[src/hdl/hbps_pkg.sv]
package hbps_pkg;

    // Fixed field widths of the request, result and configuration channels.
    localparam int REQ_W  = 2;
    localparam int DATA_W = 8;
    localparam int NIDX_W = 7;
    localparam int OFS_W  = 24;
    localparam int CFG_W  = 8;

    // One skip entry for every byte value.
    localparam int SKIP_DEPTH = 256;

    // Defaults for the top level parameters.
    localparam int MAX_PATTERN_DEF = 128;
    localparam int OFFSET_BITS_DEF = 24;

    // Request codes.
    localparam logic [REQ_W-1:0] REQ_LOAD  = 2'd0;
    localparam logic [REQ_W-1:0] REQ_HAY   = 2'd1;
    localparam logic [REQ_W-1:0] REQ_START = 2'd2;

endpackage

[src/hdl/hbps_req_if.sv]
interface hbps_req_if;
    logic                        valid;
    logic                        ready;
    logic [hbps_pkg::REQ_W-1:0]  req_type;
    logic [hbps_pkg::DATA_W-1:0] data_byte;
    logic [hbps_pkg::NIDX_W-1:0] needle_index;
    logic                        last_byte;

    modport source (output valid, req_type, data_byte, needle_index, last_byte, input ready);
    modport sink   (input valid, req_type, data_byte, needle_index, last_byte, output ready);
endinterface

[src/hdl/hbps_res_if.sv]
interface hbps_res_if;
    logic                       valid;
    logic                       ready;
    logic                       found;
    logic [hbps_pkg::OFS_W-1:0] match_offset;

    modport source (output valid, found, match_offset, input ready);
    modport sink   (input valid, found, match_offset, output ready);
endinterface

[src/hdl/hbps_cfg_if.sv]
interface hbps_cfg_if;
    logic                       valid;
    logic                       ready;
    logic [hbps_pkg::CFG_W-1:0] needle_length;

    modport source (output valid, needle_length, input ready);
    modport sink   (input valid, needle_length, output ready);
endinterface

[src/hdl/hbps_ram.sv]
// Simple dual-port memory: one write port, one read port with registered data.
module hbps_ram #(
    parameter int WIDTH = 8,
    parameter int DEPTH = 128
) (
    input  logic                     i_clk,
    input  logic                     i_we,
    input  logic [$clog2(DEPTH)-1:0] i_waddr,
    input  logic [WIDTH-1:0]         i_wdata,
    input  logic                     i_re,
    input  logic [$clog2(DEPTH)-1:0] i_raddr,
    output logic [WIDTH-1:0]         o_rdata
);

    logic [WIDTH-1:0] r_mem [DEPTH];
    logic [WIDTH-1:0] r_rdata;

    always_ff @(posedge i_clk) begin
        if (i_we) begin
            r_mem[i_waddr] <= i_wdata;
        end
        if (i_re) begin
            r_rdata <= r_mem[i_raddr];
        end
    end

    assign o_rdata = r_rdata;

endmodule

[src/hdl/horspool_byte_pattern_search.sv]
// A start request keeps the block busy while it fills all 256 skip entries with the length,
// writes one skip entry per pattern byte but the last, then drains the last write and closes.
// At the alignment end, a haystack byte starts a backward compare that keeps the block busy,
// one byte pair at a time (one read port per memory); a result appears the cycle after the
// compare ends. Reset is synchronous, active low.
module horspool_byte_pattern_search #(
    parameter int MAX_PATTERN = hbps_pkg::MAX_PATTERN_DEF,
    parameter int OFFSET_BITS = hbps_pkg::OFFSET_BITS_DEF
) (
    input  logic           i_clk,
    input  logic           i_rst_n,
    hbps_req_if.sink       i_req,
    hbps_res_if.source     o_res,
    hbps_cfg_if.sink       i_cfg
);

    // Index into the pattern store and the window ring.
    localparam int PIDX_W = $clog2(MAX_PATTERN);
    // Wide enough for a pattern length and for a skip value, both up to MAX_PATTERN.
    localparam int LEN_W  = $clog2(MAX_PATTERN + 1);
    localparam int SKIP_AW = $clog2(hbps_pkg::SKIP_DEPTH);

    localparam logic [PIDX_W-1:0] LAST_IDX = PIDX_W'(MAX_PATTERN - 1);
    // Ring slot of the highest stream position; a backward walk that crosses position zero
    // lands here, exactly as the position wraps.
    localparam logic [PIDX_W-1:0] TOP_IDX  =
        PIDX_W'(((64'd1 << OFFSET_BITS) - 64'd1) % MAX_PATTERN);

    // Sequencer states.
    localparam logic [1:0] ST_IDLE = 2'd0;  // takes requests
    localparam logic [1:0] ST_CLR  = 2'd1;  // fills every skip entry with the length
    localparam logic [1:0] ST_BLD  = 2'd2;  // writes skip entries from the pattern bytes
    localparam logic [1:0] ST_CMP  = 2'd3;  // backward compare at the alignment end

    // Control state.
    logic [1:0]                  r_state,         n_state;
    logic [hbps_pkg::CFG_W-1:0]  r_needle_length, n_needle_length;
    logic [LEN_W-1:0]            r_len,           n_len;
    logic                        r_active,        n_active;
    logic [OFFSET_BITS-1:0]      r_pos,           n_pos;
    logic [OFFSET_BITS-1:0]      r_ae,            n_ae;
    logic [PIDX_W-1:0]           r_widx,          n_widx;
    logic [SKIP_AW-1:0]          r_cnt,           n_cnt;
    logic [LEN_W-1:0]            r_iss,           n_iss;
    logic                        r_rdv,           n_rdv;
    logic                        r_out_valid,     n_out_valid;

    // Working payload.
    logic [PIDX_W-1:0]           r_pidx,   n_pidx;
    logic [PIDX_W-1:0]           r_ridx,   n_ridx;
    logic [OFFSET_BITS-1:0]      r_rpos,   n_rpos;
    logic [LEN_W-1:0]            r_bval,   n_bval;
    logic                        r_last,   n_last;
    logic                        r_found,  n_found;
    logic [hbps_pkg::OFS_W-1:0]  r_offset, n_offset;

    // Memory ports.
    logic                        pat_we, pat_re;
    logic [PIDX_W-1:0]           pat_waddr, pat_raddr;
    logic [hbps_pkg::DATA_W-1:0] pat_wdata, pat_q;
    logic                        win_we, win_re;
    logic [PIDX_W-1:0]           win_waddr, win_raddr;
    logic [hbps_pkg::DATA_W-1:0] win_wdata, win_q;
    logic                        skip_we, skip_re;
    logic [SKIP_AW-1:0]          skip_waddr, skip_raddr;
    logic [LEN_W-1:0]            skip_wdata, skip_q;

    logic                        in_ready;
    logic                        in_acc;
    logic [LEN_W-1:0]            len_lim;

    // A new request is taken only when the sequencer is idle and the output register is free
    // or being emptied in this cycle, so a result always finds room when it is produced.
    assign in_ready = (r_state == ST_IDLE) && (!r_out_valid || o_res.ready);
    assign in_acc   = i_req.valid && in_ready;

    assign i_req.ready        = in_ready;
    assign i_cfg.ready        = 1'b1;
    assign o_res.valid        = r_out_valid;
    assign o_res.found        = r_found;
    assign o_res.match_offset = r_offset;

    // The configured length is clamped to the pattern store size when a search starts.
    assign len_lim = (32'(r_needle_length) > MAX_PATTERN) ? LEN_W'(MAX_PATTERN)
                                                          : LEN_W'(r_needle_length);

    always_comb begin
        n_state         = r_state;
        n_needle_length = r_needle_length;
        n_len           = r_len;
        n_active        = r_active;
        n_pos           = r_pos;
        n_ae            = r_ae;
        n_widx          = r_widx;
        n_cnt           = r_cnt;
        n_iss           = r_iss;
        n_rdv           = r_rdv;
        n_out_valid     = r_out_valid && !o_res.ready;
        n_pidx          = r_pidx;
        n_ridx          = r_ridx;
        n_rpos          = r_rpos;
        n_bval          = r_bval;
        n_last          = r_last;
        n_found         = r_found;
        n_offset        = r_offset;

        pat_we     = 1'b0;
        pat_waddr  = PIDX_W'(i_req.needle_index);
        pat_wdata  = i_req.data_byte;
        pat_re     = 1'b0;
        pat_raddr  = r_pidx;
        win_we     = 1'b0;
        win_waddr  = r_widx;
        win_wdata  = i_req.data_byte;
        win_re     = 1'b0;
        win_raddr  = r_ridx;
        skip_we    = 1'b0;
        skip_waddr = r_cnt;
        skip_wdata = r_len;
        skip_re    = 1'b0;
        skip_raddr = i_req.data_byte;

        if (i_cfg.valid) begin
            n_needle_length = i_cfg.needle_length;
        end

        case (r_state)
            ST_IDLE: begin
                if (in_acc) begin
                    case (i_req.req_type)
                        hbps_pkg::REQ_LOAD: begin
                            // Loads beyond the pattern store are dropped.
                            pat_we = (32'(i_req.needle_index) < MAX_PATTERN);
                        end
                        hbps_pkg::REQ_START: begin
                            n_len    = len_lim;
                            n_pos    = '0;
                            n_widx   = '0;
                            n_ae     = (len_lim != '0) ? OFFSET_BITS'(len_lim - 1'b1) : '0;
                            n_active = 1'b1;
                            n_cnt    = '0;
                            n_pidx   = '0;
                            n_iss    = (len_lim != '0) ? (len_lim - 1'b1) : '0;
                            n_rdv    = 1'b0;
                            n_state  = ST_CLR;
                        end
                        hbps_pkg::REQ_HAY: begin
                            if (r_active) begin
                                win_we  = 1'b1;
                                // The skip entry of this byte is fetched now; it is the
                                // advance if the compare below fails.
                                skip_re = 1'b1;
                                n_pos   = r_pos + 1'b1;
                                if (r_pos == '1) begin
                                    n_widx = '0;
                                end else if (r_widx == LAST_IDX) begin
                                    n_widx = '0;
                                end else begin
                                    n_widx = r_widx + 1'b1;
                                end
                                if ((r_len != '0) && (r_pos == r_ae)) begin
                                    // This byte closes the alignment: walk back from it.
                                    n_ridx  = r_widx;
                                    n_rpos  = r_pos;
                                    n_pidx  = PIDX_W'(r_len - 1'b1);
                                    n_iss   = r_len;
                                    n_rdv   = 1'b0;
                                    n_last  = i_req.last_byte;
                                    n_state = ST_CMP;
                                end else if (i_req.last_byte) begin
                                    n_active    = 1'b0;
                                    n_out_valid = 1'b1;
                                    n_found     = 1'b0;
                                    n_offset    = '0;
                                end
                            end
                        end
                        default: begin
                        end
                    endcase
                end
            end

            ST_CLR: begin
                skip_we = 1'b1;
                n_cnt   = r_cnt + 1'b1;
                if (r_cnt == '1) begin
                    n_state = ST_BLD;
                end
            end

            ST_BLD: begin
                // Pattern reads are issued one per cycle; the skip write for a byte
                // follows in the next cycle, addressed by the byte value read.
                if (r_iss != '0) begin
                    pat_re = 1'b1;
                    n_bval = r_len - 1'b1 - LEN_W'(r_pidx);
                    n_pidx = r_pidx + 1'b1;
                    n_iss  = r_iss - 1'b1;
                    n_rdv  = 1'b1;
                end else begin
                    n_rdv  = 1'b0;
                end
                if (r_rdv) begin
                    skip_we    = 1'b1;
                    skip_waddr = pat_q;
                    skip_wdata = r_bval;
                end
                if ((r_iss == '0) && !r_rdv) begin
                    n_state = ST_IDLE;
                end
            end

            ST_CMP: begin
                if (r_iss != '0) begin
                    pat_re = 1'b1;
                    win_re = 1'b1;
                    n_pidx = r_pidx - 1'b1;
                    n_rpos = r_rpos - 1'b1;
                    n_iss  = r_iss - 1'b1;
                    n_rdv  = 1'b1;
                    if (r_rpos == '0) begin
                        n_ridx = TOP_IDX;
                    end else if (r_ridx == '0) begin
                        n_ridx = LAST_IDX;
                    end else begin
                        n_ridx = r_ridx - 1'b1;
                    end
                end else begin
                    n_rdv = 1'b0;
                end
                if (r_rdv) begin
                    if (win_q != pat_q) begin
                        // Mismatch: drop any read in flight and advance the alignment.
                        n_iss   = '0;
                        n_rdv   = 1'b0;
                        n_ae    = r_ae + OFFSET_BITS'(skip_q);
                        n_state = ST_IDLE;
                        if (r_last) begin
                            n_active    = 1'b0;
                            n_out_valid = 1'b1;
                            n_found     = 1'b0;
                            n_offset    = '0;
                        end
                    end else if (r_iss == '0) begin
                        // The last byte pair checked equal: full match.
                        n_active    = 1'b0;
                        n_out_valid = 1'b1;
                        n_found     = 1'b1;
                        n_offset    = hbps_pkg::OFS_W'(r_ae - OFFSET_BITS'(r_len - 1'b1));
                        n_state     = ST_IDLE;
                    end
                end
            end

            default: begin
                n_state = ST_IDLE;
            end
        endcase
    end

    always_ff @(posedge i_clk) begin
        if (!i_rst_n) begin
            r_state         <= ST_IDLE;
            r_needle_length <= '0;
            r_len           <= '0;
            r_active        <= 1'b0;
            r_pos           <= '0;
            r_ae            <= '0;
            r_widx          <= '0;
            r_cnt           <= '0;
            r_iss           <= '0;
            r_rdv           <= 1'b0;
            r_out_valid     <= 1'b0;
        end else begin
            r_state         <= n_state;
            r_needle_length <= n_needle_length;
            r_len           <= n_len;
            r_active        <= n_active;
            r_pos           <= n_pos;
            r_ae            <= n_ae;
            r_widx          <= n_widx;
            r_cnt           <= n_cnt;
            r_iss           <= n_iss;
            r_rdv           <= n_rdv;
            r_out_valid     <= n_out_valid;
        end
    end

    always_ff @(posedge i_clk) begin
        r_pidx   <= n_pidx;
        r_ridx   <= n_ridx;
        r_rpos   <= n_rpos;
        r_bval   <= n_bval;
        r_last   <= n_last;
        r_found  <= n_found;
        r_offset <= n_offset;
    end

    // Pattern bytes, written by load requests, read by the build and the compare.
    hbps_ram #(
        .WIDTH (hbps_pkg::DATA_W),
        .DEPTH (MAX_PATTERN)
    ) u_pat_ram (
        .i_clk   (i_clk),
        .i_we    (pat_we),
        .i_waddr (pat_waddr),
        .i_wdata (pat_wdata),
        .i_re    (pat_re),
        .i_raddr (pat_raddr),
        .o_rdata (pat_q)
    );

    // Ring of the most recent haystack bytes.
    hbps_ram #(
        .WIDTH (hbps_pkg::DATA_W),
        .DEPTH (MAX_PATTERN)
    ) u_win_ram (
        .i_clk   (i_clk),
        .i_we    (win_we),
        .i_waddr (win_waddr),
        .i_wdata (win_wdata),
        .i_re    (win_re),
        .i_raddr (win_raddr),
        .o_rdata (win_q)
    );

    // Bad-character skip table, indexed by byte value.
    hbps_ram #(
        .WIDTH (LEN_W),
        .DEPTH (hbps_pkg::SKIP_DEPTH)
    ) u_skip_ram (
        .i_clk   (i_clk),
        .i_we    (skip_we),
        .i_waddr (skip_waddr),
        .i_wdata (skip_wdata),
        .i_re    (skip_re),
        .i_raddr (skip_raddr),
        .o_rdata (skip_q)
    );

endmodule

[src/flat_wrapper.sv]
// flat-port wrapper written by rule: the top's interface ports become plain ports
module horspool_byte_pattern_search_flat 
#(
    parameter int MAX_PATTERN = hbps_pkg::MAX_PATTERN_DEF,
    parameter int OFFSET_BITS = hbps_pkg::OFFSET_BITS_DEF
)
  (i_clk, i_rst_n, i_req_valid, i_req_req_type, i_req_data_byte, i_req_needle_index, i_req_last_byte, i_req_ready, o_res_valid, o_res_found, o_res_match_offset, o_res_ready, i_cfg_valid, i_cfg_needle_length, i_cfg_ready);
  hbps_req_if i_req_i ();
  hbps_res_if o_res_i ();
  hbps_cfg_if i_cfg_i ();
  input  logic i_clk;
  input  logic i_rst_n;
  input wire logic [$bits(i_req_i.valid)-1:0] i_req_valid;
  input wire logic [$bits(i_req_i.req_type)-1:0] i_req_req_type;
  input wire logic [$bits(i_req_i.data_byte)-1:0] i_req_data_byte;
  input wire logic [$bits(i_req_i.needle_index)-1:0] i_req_needle_index;
  input wire logic [$bits(i_req_i.last_byte)-1:0] i_req_last_byte;
  output wire logic [$bits(i_req_i.ready)-1:0] i_req_ready;
  output wire logic [$bits(o_res_i.valid)-1:0] o_res_valid;
  output wire logic [$bits(o_res_i.found)-1:0] o_res_found;
  output wire logic [$bits(o_res_i.match_offset)-1:0] o_res_match_offset;
  input wire logic [$bits(o_res_i.ready)-1:0] o_res_ready;
  input wire logic [$bits(i_cfg_i.valid)-1:0] i_cfg_valid;
  input wire logic [$bits(i_cfg_i.needle_length)-1:0] i_cfg_needle_length;
  output wire logic [$bits(i_cfg_i.ready)-1:0] i_cfg_ready;
  assign i_req_i.valid = i_req_valid;
  assign i_req_i.req_type = i_req_req_type;
  assign i_req_i.data_byte = i_req_data_byte;
  assign i_req_i.needle_index = i_req_needle_index;
  assign i_req_i.last_byte = i_req_last_byte;
  assign i_req_ready = i_req_i.ready;
  assign o_res_valid = o_res_i.valid;
  assign o_res_found = o_res_i.found;
  assign o_res_match_offset = o_res_i.match_offset;
  assign o_res_i.ready = o_res_ready;
  assign i_cfg_i.valid = i_cfg_valid;
  assign i_cfg_i.needle_length = i_cfg_needle_length;
  assign i_cfg_ready = i_cfg_i.ready;
  horspool_byte_pattern_search #(.MAX_PATTERN(MAX_PATTERN), .OFFSET_BITS(OFFSET_BITS)) u_core (.i_clk(i_clk), .i_rst_n(i_rst_n), .i_req(i_req_i), .o_res(o_res_i), .i_cfg(i_cfg_i));
endmodule
[config.mk]
export PLATFORM = sky130hd
export DESIGN_NAME = horspool_byte_pattern_search_flat
export DESIGN_NICKNAME = d
export VERILOG_FILES = /design/src/hdl/hbps_pkg.sv /design/src/hdl/hbps_req_if.sv /design/src/hdl/hbps_res_if.sv /design/src/hdl/hbps_cfg_if.sv /design/src/hdl/hbps_ram.sv /design/src/hdl/horspool_byte_pattern_search.sv /design/src/flat_wrapper.sv
export SDC_FILE = /design/constraint.sdc
export NUM_CORES = 2
export LEC_CHECK = 0
export BUFFER_PORTS_ARGS = -buffer_cell sky130_fd_sc_hd__buf_2
export CAP_MARGIN = 20
export CORE_MARGIN = 2
export CORE_UTILIZATION = 57
export DETAILED_ROUTE_END_ITERATION = 7
export PLACE_DENSITY = 0.71
export SYNTH_ARGS = -nofsm -noshare
export SYNTH_HDL_FRONTEND = slang
export SYNTH_SLANG_ARGS = --single-unit
[constraint.sdc]
create_clock -name i_clk -period 16.45 [get_ports i_clk]
set_clock_uncertainty 0.2 [all_clocks]
set_input_delay 2.4675 -clock i_clk [delete_from_list [all_inputs] [get_ports i_clk]]
set_output_delay 2.4675 -clock i_clk [all_outputs]
set_load 0.01 [all_outputs]
==> run summary <==
Post-synth EDFFs = 4192
Die W = 549 um
internal power = 19.8 mW
met3 wire len = 37600 um
initial antenna violation count = 11
post-synthesis adder-cell area fraction = 0.482%
antenna-violating nets left = 0
status = finished, final reports clean
Clock Pin Slew Worst Setup and Hold Paths = 0.06 ns
vias in the first global route = 81600
cts hold-fix bufs = 0
Yosys warning count = 0
Critical Path End Type = flip-flop
largest net degree at the start of global routing = 240
Compound-Gate Fraction of Synth Area = 1.44%
die height = 549 um
DP HPWL = 232000 um
main combinational cell family by area after synthesis = multiplexers
register area share after synthesis = 75.4%
Final Power = 26.6 mW
Die Area = 302000 um^2
max cap viols = 0
syn_nets = 7969
Startpoint Class = input port
Arrival @ worst endpoint = 7.32 ns
drt via density = 6.59
met1 wire length = 154000 um
Sw Ratio = 25.8%
Initial Util = 57.2%
Hold WC Path Type = flip-flop to flip-flop
Finished Core Util = 63.6%
share of layout cells above drive strength 1 = 26.1%
CTS tree = done
actual slew at the worst max-slew pin = 1.30 ns
Simple-Gate Fraction of Synth Area = 2.97%
PwrDens = 141 nW/um^2
H-tree levels = 5
fmax = 0.146 GHz
fin crit period = 6.84 ns
Mapped Area = 169000 um^2
post-CTS setup buffers = 0
clock share of power = 36.3%
Synth Flop Type = edfxtp_1
Mean Syn Cell Area = 21.5 um^2
final hold slack = 0.332 ns
Highest Signal Layer = met5
clk sink count = 4284
max-slew violation count = 0
# port buffers = 57
synth unique cells = 81
register bit total from synthesis = 4284
Initial DRC Count = 11400
total wire length = 393000 um
commonest non-fill, non-tap cells in the layout = edfxtp_1, mux4_2, nor2_1, clkbuf_16, nand2_1
total leakage power = 56.9 nW
Routed wire per std cell = 31.8 um
Placement Setup Slack = 8.57 ns
via count = 81500
Pre-antenna DRT Iters = 6
post_cts resized = 0
Final Setup Violations = 0
Hold Violations, Final = 0
Layout Nets = 8159
Synth async-reset ratio = 0%
DRC = 0
Core Area = 296000 um^2
Critical Path RT = 16.93 ns
maximum clock path buffer count = 4
P_sw = 6.87 mW
num rows = 200
instance area at placement = 174000 um^2
placed instance count = 11600
Syn Inst Count = 7876
Fin Setup TNS = 0 ns
Skew-Pair Late Insertion Delay = 0.96 ns
Logic pwr share = 17.5%
commonest non-fill, non-tap cell in the layout = edfxtp_1
Root Buffer = clkbuf_16
IO Count = 59
Max Fanout on Critical Path = 146
GRT Util Overall = 26.2%
Post-Layout Cell Count = 12400
RSZ-0062 raised after global routing = false
area grow syn2layout = 11.2%
total gr overflow = 0
gpl congestion = 0.855
Max rail drop VDD = 0.000149 V
met2 WL = 189000 um
xor/xnor share of the synthesized area = 0.636%
WS Path Type = input port to flip-flop
final period utilization = 41.6%
first-pass GRT wire length = 572000 um
Flop pwr share = 46.3%
TritonCTS Buffers = 417
final setup margin = 9.61 ns
design area = 188000 um^2
Slew HR = 13.6%
post-synthesis mux area share = 17.9%
layer usage:
layer	GRT usage, %	vias to the layer above
li1	-	33300
met1	38.0	43300
met2	41.0	4289
met3	5.28	656
met4	7.58	8
met5	0	-
power groups by stage:
stage | clock, mW | combinational [mW] | sequential, mW
finish | 9.65 | 4.65 | 12.3
CTS | 9.75 | 4.67 | 12.3
detailed placement | 0 | 4.65 | 12.6
floorplan | 0 | 3.17 | 12.5
global route | 10.2 | 4.92 | 12.3
global placement | 0 | 4.59 | 12.5
kinds of logic (layout without fill, tap and decap cells):
| kind of cell | after synthesis | in the layout |
|---|---|---|
| other | 1 | 5 |
| flip-flops | 4284 | 4284 |
| buffers and inverters | 492 | 1045 |
| XOR/XNOR | 123 | 123 |
| multiplexers | 1382 | 1382 |
| AND/OR/NAND/NOR | 1156 | 1156 |
| adder cells (fa/ha/maj) | 63 | 63 |
| AO/OA/AOI/OAI | 375 | 375 |
Yosys cell counts, drive strengths merged (9+ instances only):
cell / number / area share, %
ha: 58 / 0.43
nand2: 212 / 0.47
and3: 15 / 0.056
nor3b: 11 / 0.049
a22oi: 11 / 0.049
a21o: 24 / 0.11
nand4: 27 / 0.10
o21ai: 90 / 0.27
nand2b: 21 / 0.078
nor4: 11 / 0.041
o221ai: 10 / 0.052
nor2: 663 / 1.5
o31ai: 16 / 0.071
a21oi: 103 / 0.31
mux2i: 49 / 0.29
dfxtp: 92 / 1.1
inv: 52 / 0.12
edfxtp: 4192 / 74
or3: 16 / 0.063
and2: 18 / 0.066
a211oi: 9 / 0.040
nor2b: 53 / 0.20
clkbuf: 284 / 0.63
xor2: 46 / 0.24
mux2: 13 / 0.086
xnor2: 77 / 0.40
mux4: 1320 / 18
nand3: 43 / 0.13
o22ai: 20 / 0.074
buf: 153 / 0.40
o21a: 10 / 0.044
a22o: 9 / 0.047
nor3: 31 / 0.092
worst max-delay path, stage by stage:
cell,delay (ns)
buf_8,0.69
buf_12,0.58
buf_4,0.86
mux4_2,0.43
mux4_2,0.52
mux4_2,0.66
mux4_2,0.51
flip-flops by register name (all words and copies together), names as in the netlist, 24 cells and up:
| signal | count |
|---|---|
| u_core.o_res.match_offset | 24 |
| u_core.r_ae | 24 |
| u_core.r_pos | 24 |
| u_core.u_pat_ram.r_mem | 1024 |
| u_core.u_win_ram.r_mem | 1024 |
| u_core.r_rpos | 24 |
| u_core.u_skip_ram.r_mem | 2048 |
final timing paths:
kind | to | slack, ns | depth (start not counted) | start
hold reg to reg | u_core.r_iss[6] | 0.33 | 2 | u_core.r_iss[6]
hold / removal | u_core.r_iss[6] | 0.33 | 2 | u_core.r_iss[6]
setup / recovery | u_core.u_skip_ram.o_rdata[0] | 9.61 | 7 | i_req_data_byte[1]
setup reg to reg | u_core.u_pat_ram.o_rdata[5] | 11.25 | 8 | u_core.pat_raddr[0]
final cells by class:
| class | count | area [um^2] |
|---|---|---|
| clock inverters | 268 | 2880 |
| fillers | 19200 | 108000 |
| flip-flops and latches | 4284 | 128000 |
| repair buffers | 208 | 1820 |
| diodes | 4 | 10.0 |
| inverters | 55 | 209 |
| well taps | 3939 | 4930 |
| clock buffers | 514 | 11000 |
| multi-input cells | 3100 | 39800 |
Power figures use the tool's default switching activity.
